===== config.mk =====
export PLATFORM = sky130hd
export DESIGN_NAME = fmbq_cmd_fifo
export DESIGN_NICKNAME = d
export VERILOG_FILES = /design/src/rtl/core/fmbq_pkg.sv /design/src/rtl/core/fmbq_cmd_fifo.sv
export SDC_FILE = /design/constraint.sdc
export NUM_CORES = 1
export LEC_CHECK = 0
export BUFFER_PORTS_ARGS = -buffer_cell sky130_fd_sc_hd__buf_4
export CORE_UTILIZATION = 52
export CTS_CLUSTER_SIZE = 30
export DETAILED_ROUTE_END_ITERATION = 10
export HOLD_SLACK_MARGIN = 0.05
export PLACE_DENSITY = 0.81
export SLEW_MARGIN = 30
export SYNTH_ARGS = -nofsm -noshare
export SYNTH_HDL_FRONTEND = slang
export SYNTH_SLANG_ARGS = --single-unit

===== constraint.sdc =====
create_clock -name clk -period 2.8 [get_ports clk]
set_input_delay 0.14 -clock clk [delete_from_list [all_inputs] [get_ports clk]]
set_output_delay 0.14 -clock clk [all_outputs]
set_load 0.01 [all_outputs]

===== src/rtl/core/fmbq_pkg.sv =====
// Shared types, codes and default sizes for the front/middle/back queue.
package fmbq_pkg;

  // Default sizing
  localparam int CAPACITY_DEF    = 1024;
  localparam int VALUE_WIDTH_DEF = 32;
  localparam int QUEUE_DEPTH     = 2;

  // Port widths fixed by the interface
  localparam int OP_W     = 3;
  localparam int OUT_W    = 32;
  localparam int IN_W     = 32;
  localparam int STATUS_W = 2;

  // Opcodes
  localparam logic [OP_W-1:0] OP_PUSH_FRONT = 3'd0;
  localparam logic [OP_W-1:0] OP_PUSH_MID   = 3'd1;
  localparam logic [OP_W-1:0] OP_PUSH_BACK  = 3'd2;
  localparam logic [OP_W-1:0] OP_POP_FRONT  = 3'd3;
  localparam logic [OP_W-1:0] OP_POP_MID    = 3'd4;
  localparam logic [OP_W-1:0] OP_POP_BACK   = 3'd5;

  // Result status codes
  localparam logic [STATUS_W-1:0] ST_OK    = 2'd0;
  localparam logic [STATUS_W-1:0] ST_EMPTY = 2'd1;
  localparam logic [STATUS_W-1:0] ST_FULL  = 2'd2;

  // Position within the sequence
  localparam logic [1:0] POS_FRONT = 2'd0;
  localparam logic [1:0] POS_MID   = 2'd1;
  localparam logic [1:0] POS_BACK  = 2'd2;

  // Classified command handed from the front end to the executor
  typedef struct packed {
    logic       push;
    logic       pop;
    logic [1:0] pos;
  } cmd_t;

endpackage


===== src/rtl/core/fmbq_cmd_fifo.sv =====
// Short command queue between the front end and the executor.
module fmbq_cmd_fifo import fmbq_pkg::*; #(
  parameter int WIDTH = 8
) (
  input  logic             clk,
  input  logic             rst_n,
  input  logic             wr_valid,
  output logic             wr_ready,
  input  logic [WIDTH-1:0] wr_data,
  output logic             rd_valid,
  input  logic             rd_ready,
  output logic [WIDTH-1:0] rd_data
);

  localparam int PW = (QUEUE_DEPTH > 1) ? $clog2(QUEUE_DEPTH) : 1;
  localparam int CW = $clog2(QUEUE_DEPTH + 1);

  logic [WIDTH-1:0] mem_r [QUEUE_DEPTH];
  logic [PW-1:0]    wptr_r, wptr_nxt;
  logic [PW-1:0]    rptr_r, rptr_nxt;
  logic [CW-1:0]    cnt_r, cnt_nxt;
  logic             do_wr, do_rd;

  assign wr_ready = (cnt_r != CW'(QUEUE_DEPTH));
  assign rd_valid = (cnt_r != '0);
  assign rd_data  = mem_r[rptr_r];
  assign do_wr    = wr_valid && wr_ready;
  assign do_rd    = rd_valid && rd_ready;

  // Pointer and occupancy update
  always_comb begin
    wptr_nxt = wptr_r;
    rptr_nxt = rptr_r;
    cnt_nxt  = cnt_r;
    if (do_wr) begin
      wptr_nxt = (wptr_r == PW'(QUEUE_DEPTH - 1)) ? '0 : wptr_r + PW'(1);
    end
    if (do_rd) begin
      rptr_nxt = (rptr_r == PW'(QUEUE_DEPTH - 1)) ? '0 : rptr_r + PW'(1);
    end
    if (do_wr && !do_rd) begin
      cnt_nxt = cnt_r + CW'(1);
    end else if (do_rd && !do_wr) begin
      cnt_nxt = cnt_r - CW'(1);
    end
  end

  always_ff @(posedge clk) begin
    if (!rst_n) begin
      wptr_r <= '0;
      rptr_r <= '0;
      cnt_r  <= '0;
    end else begin
      wptr_r <= wptr_nxt;
      rptr_r <= rptr_nxt;
      cnt_r  <= cnt_nxt;
    end
  end

  // Entry storage
  always_ff @(posedge clk) begin
    if (do_wr) begin
      mem_r[wptr_r] <= wr_data;
    end
  end

endmodule


==> out/metrics.yaml, run 1 <==
h-tree-depth: 1
status: "complete, no violations"
finalSetupViolations: 0
rows: 13
syn_nets: 63
clock_tree.root_cell: "clkbuf_4"
synth.area.top_cells: "edfxtp_1 59%, dfxtp_1 12%, mux2_2 11%"
cts_max_path_buffers: 2
start_util_pct: 59.25
startpoint: "cnt_r[0]"
drive_above_1_share_pct: 42.68
cts_hold_buf: 8
clk_pin_slew_ps: 110
power.density_nw_per_um2: 808.7
multi_input_area_um2: 216.5
ys_seq_area_share_pct: 71.72
vias_per_cell: 5.237
grt_pass1_wl_um: 2497
port_buffers: 21
pwr-share-clk_pct: 16.2
gr-total-overflow: 0
drv_cap: 0
crit_required_ps: 3050
finalClockSkew_ps: 2.391
hold_viol: 0
fill_cells: 87
wl_per_cell_um: 15.64
vias: 508
slew_violations: 0
tns_ps: 0
hpwl_um: 1011
grt_pass1_vias: 559
drc: 0
critical_path_class: "reg2reg"
cpPeakStageDelay_ps: 380
worst_slew_pin_slew_ps: 381.8
netlist_area_um2: 809.5
seq_area_um2: 580.6
ctsResizeCount: 0
netlist_instances: 50
crit_chain: "nand2b_4 > and2_1 > ha_1 > or3_1 > a21oi_1"
cts_setup_buffers: 0
max_clock_freq_ghz: 0.6355
period_needed_ps: 1574
gr-usage-all-layers_pct: 21.03
nets: 96
r2r-start: "cnt_r[0]"
hold_class: "in2reg"
drt_wl_total_um: 1517
fp.dieArea_um2: 1719
slew_headroom_pct: 74.55
p_comb_share_pct: 33.9
diodes: 0
die_w_um: 41.46
min-delay-start: "wr_valid"
netlist.area_leader.share_pct: 59.35
p_leak_nw: 0.4393
grt_max_degree: 12
cpMaxStageDelayCell: "or3_1"
cp-start-kind: "register"
arrival_ps: 1820
cts_buffers: 3
dpl-instance-area_um2: 980.9
ant_nets: 0
r2r_slack_ps: 1230
drt_iter0_drc: 3
worst-path-max-fanout: 5
ir_drop_mv: 0.5604
rsz0062_at_grt: "false"
avgSynthCellArea_um2: 16.19
post-synth-top-area-cell: "edfxtp_1"
die_y_um: 41.46
ys_warn_count: 0
pin_count: 22
switching_share_pct: 29.59
syn_to_final_growth_pct: 34.31
synth_cell_types: 17
synth-seq-cells: 21
tritoncts: "done"
gp_congestion: 0.7055
clock-sinks: 21
fp.coreArea_um2: 1366
cp-end-kind: "register"
min_period_over_period_pct: 56.20
p_switching_uw: 260.2
antenna_found_initial: 0
power.internal_uw: 619.1
clk_latency_ps: 310
drt_first_pass_iters: 4
power_frac_seq_pct: 49.8
final_area_um2: 1087
routing by layer:
metal	wire (um)	part of all wire (%)	GRT usage, %	vias up
li1	-	-	-	245
met1	536	35	19.70	242
met2	890	59	40.31	16
met3	57	3.8	6.522	5
met4	31	2.0	9.677	0
met5	0	0	0	-
kinds of logic after synthesis:
logic type                 synth area share [%]
DFF                                       71.72
and+or+nand+nor                           7.112
muxes                                     11.13
AOI/OAI and AO/OA                         3.710
xor gates and xnor gates                  3.246
buffers and inverters                     1.545
adders and majority gates                 1.545
sequential cells by signal (all words and copies together) (netlist names), named ones only:
signal and flops:
wptr_r 1, rptr_r 1, cnt_r 2, mem_r 16
cell usage after synthesis (all sizes together):
library cell  number
nand2b             1
ha                 1
nand3b             1
edfxtp            16
a21oi              2
nor2               3
buf                1
and2               1
and3               1
o21ai              2
mux2               8
inv                2
xor2               3
or2                1
dfxtp              5
or3                1
a21bo              1
final timing paths:
kind                                 end  cells after the start
worst max register to register  cnt_r[1]                      5
worst max-delay path            cnt_r[1]                      5
worst min-delay path              wptr_r                      3
worst min register to register  cnt_r[1]                      2
power by group through the flow:
stage / Combinational [mW] / Clock (mW) / Sequential [mW]
2_1_floorplan: 0.190 / 0 / 0.423
3_3_place_gp: 0.275 / 0 / 0.441
3_5_place_dp: 0.284 / 0 / 0.446
4_1_cts: 0.295 / 0.145 / 0.439
5_1_grt: 0.326 / 0.161 / 0.446
6_report: 0.298 / 0.143 / 0.438
cell usage in the layout (no fill, tap or decap):
cell type	n
a21bo_2	1
a21oi_1	2
and2_1	1
and3_1	1
buf_4	21
clkbuf_1	1
clkbuf_4	3
dfxtp_1	5
dlygate4sd3_1	8
edfxtp_1	16
ha_1	1
inv_1	2
mux2_2	8
nand2b_4	1
nand3b_1	1
nor2_1	3
o21ai_0	2
or2_2	1
or3_1	1
xor2_1	3
critical path, delay by kind of cell (launching register included):
family          cells  cell delay (ps)
fa+ha+maj           1              310
flops               1              370
simple gates        3              710
compound gates      1              130
per-stage QoR:
| stage | setup WS [ps] | total power [mW] | instances | util, % | hold slack [ps] |
|---|---|---|---|---|---|
| after floorplan | 1301 | 0.6129 | 50 | - | 238.9 |
| after global placement | 1294 | 0.7161 | 85 | 71.79 | 325.4 |
| after detailed placement | 1249 | 0.7305 | 85 | 71.79 | 328.6 |
| after CTS | 1220 | 0.8787 | 97 | 79.58 | 121.7 |
| after global routing | 1096 | 0.9323 | 97 | 79.58 | 118.6 |
| final | 1227 | 0.8792 | 97 | 79.58 | 120.3 |
cell type report:
| cell class | instances | share of cell area [%] |
|---|---|---|
| Sequential cell | 21 | 53.39 |
| Timing Repair Buffer | 29 | 21.86 |
| Multi-Input combinational cell | 26 | 19.91 |
| Clock buffer | 4 | 2.417 |
| Tap cell | 15 | 1.726 |
| Inverter | 2 | 0.6905 |
Note: power is estimated with default switching activity, not from simulation.
==> inputs of run 2 (changes only) <==
CORE_UTILIZATION = 44   (was 52)
PLACE_DENSITY = 0.73   (was 0.81)
clock period = 1.4 ns   (was 2.8 ns; I/O delays follow)
==> run 2 against run 1 <==
  * The run now ends with negative setup slack left
  * Largest power group unchanged
  * Final area is 7.7% higher
  * Largest cell class unchanged
  * Sequential cell count stayed put
  * Global-route usage is 4.9 points lower
  * Critical endpoint unchanged
  * Combinational power is 130% higher
  * Sequential power is 100% higher
  * Clock-buffer cell count stayed put
==> out/metrics.yaml, run 2 (synthesis gave the netlist of run 1 again) <==
status: "finished with violations"
violations: "negative setup slack"
grt_pass1_vias: 505
drt_first_pass_iters: 3
worst-path-max-fanout: 4
drt_iter0_drc: 3
ant_nets: 0
p_comb_share_pct: 37.7
p_leak_nw: 0.4693
biggestRegsByFlops: "mem_r: 16 flops, cnt_r: 2 flops"
min_period_over_period_pct: 102.5
ir_drop_mv: 1.020
hold_class: "in2reg"
power.density_nw_per_um2: 1583
die_y_um: 44.90
max_clock_freq_ghz: 0.6968
tns_ps: -35.22
holdPathEnd: "rptr_r"
cp-end-kind: "register"
instances_no_fill: 112
reg2reg_to: "cnt_r[1]"
placedCellCount: 100
arrival_ps: 1670
cts_max_path_buffers: 2
final_common_cell: "buf_4"
finalClockSkew_ps: 1.852
drv_cap: 0
cpPeakStageDelay_ps: 350
drive_above_1_share_pct: 55.17
ff2ff_path_depth: 6
crit_required_ps: 1630
multi_input_area_um2: 246.5
finalSetupViolations: 1
gr-total-overflow: 0
fp.dieArea_um2: 2016
worst_slew_pin_slew_ps: 318.0
power.internal_mw: 1.329
gp_congestion: 0.6357
hold_slack_ps: 65.90
dpl-instance-area_um2: 1047
syn_to_final_growth_pct: 44.67
hpwl_um: 958.4
clock-sinks: 21
final_area_um2: 1171
start_util_pct: 46.88
clk_latency_ps: 290
port_buffers: 21
post-route-util_pct: 67.83
r2r_slack_ps: -40
whs_path_depth: 3
largest_reg_flops: 16
min-delay-start: "rst_n"
power_frac_seq_pct: 47.5
fp.coreArea_um2: 1727
clk_pin_slew_ps: 100
pwr-share-clk_pct: 14.8
cts_buffers: 3
drt_wl_total_um: 1310
regMostFlops: "mem_r"
hold_viol: 0
setup_slack_ps: -35.22
clock_tree.root_cell: "clkbuf_4"
slew_violations: 0
grt_max_degree: 12
cp-start-kind: "register"
nets: 101
h-tree-depth: 1
tritoncts: "done"
cts_setup_buffers: 0
switching_share_pct: 28.34
slew_headroom_pct: 78.77
pin_count: 22
period_needed_ps: 1435
vias_per_cell: 4.589
fill_cells: 136
seq_area_um2: 584.3
vias: 514
cpMaxStageDelayCell: "dfxtp_2"
critical_path_class: "reg2reg"
layout_common_cells: "26 x buf_4, 16 x edfxtp_1, 8 x mux2_2, 8 x dlygate4sd3_1"
r2r-start: "cnt_r[0]"
antenna_found_initial: 0
wl_per_cell_um: 11.70
p_switching_uw: 525.4
drc: 0
gr-usage-all-layers_pct: 16.11
crit_chain: "nand2b_4 > and2_4 > ha_4 > xor2_2 > or3_1 > a21oi_2"
diodes: 0
die_w_um: 44.90
rows: 15
grt_pass1_wl_um: 2152
rsz0062_at_grt: "true"
-- run 2: changes by cell type in the layout (fill, tap and decap cells not counted), sizes merged --
| cell | change |
|---|---|
| buf | +5 |
-- run 2: metal layers --
| metal | wire length, um | track usage, % | share of wire (%) |
|---|---|---|---|
| met1 | 531 | 16.98 | 41 |
| met2 | 709 | 27.35 | 54 |
| met3 | 54 | 5.200 | 4.1 |
| met4 | 14 | 10.91 | 1.1 |
| met5 | 0 | 0 | 0 |
-- run 2: timing repair --
action,4_1_cts,5_1_grt
gates resized for setup,3,2
endpoints found under the setup margin,9,1
hold endpoints to repair,16,0
hold buffers,8,0
-- run 2: final cells by class --
| cell class | count | share of cell area (%) |
|---|---|---|
| flip-flops and latches | 21 | 49.89 |
| repair buffers | 34 | 23.50 |
| multi-input cells | 26 | 21.05 |
| well taps | 25 | 2.671 |
| clock buffers | 4 | 2.244 |
| inverters | 2 | 0.6410 |
-- run 2: power groups by stage --
stage	combinational [mW]	sequential, mW	clock, mW
global route	0.780	0.896	0.313
finish	0.700	0.880	0.274
CTS	0.678	0.884	0.283
floorplan	0.406	0.851	0
detailed placement	0.654	0.889	0
global placement	0.646	0.882	0
-- run 2: critical path: cells and delay by family (launching register included) --
kind | cells | cell delay [ps]
AO/OA/AOI/OAI | 1 | 120
XOR/XNOR | 1 | 140
adder cells (fa/ha/maj) | 1 | 150
flip-flops | 1 | 350
AND/OR/NAND/NOR | 3 | 620
-- run 2: worst max-delay path by stage --
stage,from,to,cells after the start
2_1_floorplan,cnt_r[0],cnt_r[1],6
3_3_place_gp,cnt_r[1],cnt_r[1],6
3_5_place_dp,cnt_r[1],cnt_r[1],4
4_1_cts,cnt_r[0],cnt_r[1],6
5_1_grt,cnt_r[0],cnt_r[1],6
6_report,cnt_r[0],cnt_r[1],6
-- run 2: stage by stage --
| stage | worst slack (ps) | power [mW] |
|---|---|---|
| floorplan | 7.663 | 1.257 |
| global placement | 9.571 | 1.528 |
| detailed placement | -17.15 | 1.543 |
| CTS | -21.87 | 1.845 |
| global route | -91.52 | 1.990 |
| finish | -35.22 | 1.854 |
==> inputs of run 3 (changes only) <==
SLEW_MARGIN = default   (was 30)
TNS_END_PERCENT = 5   (was default)
==> run 3 against run 2 <==
  * Setup slack unchanged
  * Wire length stayed put
  * The run still ends with negative setup slack left
  * Die area did not move
  * Sequential share of layout area unchanged
  * Non-clock buffer count unchanged
  * Utilization unchanged
  * First-iteration DRC count unchanged
  * Clock power about the same
==> out/metrics.yaml, run 3 (synthesis gave the netlist of run 1 again) <==
status: "finished with violations"
violations: "negative setup slack"
die_y_um: 44.90
grt_pass1_vias: 505
ir_drop_mv: 1.020
rsz0062_at_grt: "true"
diodes: 0
power.internal_mw: 1.329
cp-start-kind: "register"
grt-busiest-layer: "met2"
drt_iter0_drc: 3
port_buffers: 21
clock_tree.root_cell: "clkbuf_4"
dpl-instance-area_um2: 1047
fp.coreArea_um2: 1727
clk_latency_ps: 290
finalClockSkew_ps: 1.852
instances_no_fill: 112
period_needed_ps: 1435
min_period_over_period_pct: 102.5
p_comb_share_pct: 37.7
pwr-share-clk_pct: 14.8
setup_slack_ps: -35.22
drt_wl_total_um: 1310
gr-usage-all-layers_pct: 16.11
layout_common_cells: "26 x buf_4, 16 x edfxtp_1, 8 x mux2_2, 8 x dlygate4sd3_1"
power_frac_seq_pct: 47.5
met1_usage_pct: 16.98
switching_share_pct: 28.34
grt_util_met3_pct: 5.200
rows: 15
final_common_cell: "buf_4"
critical_path_class: "reg2reg"
arrival_ps: 1670
gp_congestion: 0.6357
hold_viol: 0
regMostFlops: "mem_r"
placedCellCount: 100
drt_first_pass_iters: 3
finalSetupViolations: 1
slew_headroom_pct: 78.77
clock-sinks: 21
ant_nets: 0
max_clock_freq_ghz: 0.6968
nets: 101
cts_buffers: 3
cp-end-kind: "register"
fp.dieArea_um2: 2016
multi_input_area_um2: 246.5
die_w_um: 44.90
start_util_pct: 46.88
clk_pin_slew_ps: 100
worst_slew_pin_slew_ps: 318.0
drive_above_1_share_pct: 55.17
grt_max_degree: 12
biggestRegsByFlops: "mem_r: 16 flops, cnt_r: 2 flops"
antenna_found_initial: 0
grt_pass1_wl_um: 2152
p_leak_nw: 0.4693
gr-usage-met2_pct: 27.35
p_total_mw: 1.854
power.density_nw_per_um2: 1583
p_switching_uw: 525.4
hpwl_um: 958.4
seq_area_um2: 584.3
worst-path-max-fanout: 4
tritoncts: "done"
largest_reg_flops: 16
h-tree-depth: 1
slew_violations: 0
hold_class: "in2reg"
gr-total-overflow: 0
pin_count: 22
drc: 0
wl_per_cell_um: 11.70
crit_required_ps: 1630
vias: 514
vias_per_cell: 4.589
cts_max_path_buffers: 2
drv_cap: 0
syn_to_final_growth_pct: 44.67
fill_cells: 136
post-place-ws_ps: -17.15
final_area_um2: 1171
run 3: cell counts in the layout (fill, tap and decap cells not counted):
No cell type changed its count.
run 3: timing repair:
item / in CTS / in global routing
endpoints found under the hold margin: 16 / 0
resized for setup: 1 / 4
endpoints found under the setup margin: 9 / 1
setup buffers: 0 / 0
hold buffers: 8 / 0
run 3: layer usage:
metal / vias up / wire length (um) / share of wire [%]
met5: - / 0 / 0
met4: 0 / 14 / 1.1
met3: 2 / 54 / 4.1
met1: 239 / 531 / 41
li1: 258 / - / -
met2: 15 / 709 / 54
run 3: path summary, 6_finish.rpt:
path | startpoint | to | slack [ps] | depth (start not counted)
worst min register to register | rptr_r | rptr_r | 530 | 2
worst max register to register | cnt_r[0] | cnt_r[1] | -40 | 6
worst min-delay path | rst_n | rptr_r | 70 | 3
worst max-delay path | cnt_r[0] | cnt_r[1] | -40 | 6
run 3: metrics by stage:
step	hold slack, ps	utilization [%]	setup TNS [ps]
after CTS	59.78	66.88	-43.54
after detailed placement	259.8	60.65	-17.15
final	65.90	67.83	-35.22
after floorplan	168.9	-	0
after global placement	256.2	60.65	0
after global routing	59.58	67.83	-91.52
run 3: area by class of cell:
class                      instances  share of cell area (%)
clock buffer                       4                   2.244
multi-input combinational         26                   21.05
inverter                           2                  0.6410
sequential                        21                   49.89
timing repair buffer              34                   23.50
tap                               25                   2.671
run 3: power by group through the flow:
| stage | combinational, mW | clock, mW | sequential (mW) |
|---|---|---|---|
| floorplan | 0.406 | 0 | 0.851 |
| global placement | 0.646 | 0 | 0.882 |
| detailed placement | 0.654 | 0 | 0.889 |
| CTS | 0.675 | 0.283 | 0.877 |
| global route | 0.780 | 0.313 | 0.896 |
| finish | 0.700 | 0.274 | 0.880 |
run 3: worst max-delay path, stage by stage, from the launching register on:
cell and delay, ps:
dfxtp_2 350, nand2b_4 140, and2_4 160, ha_4 150, xor2_2 140, or3_1 320, a21oi_2 120
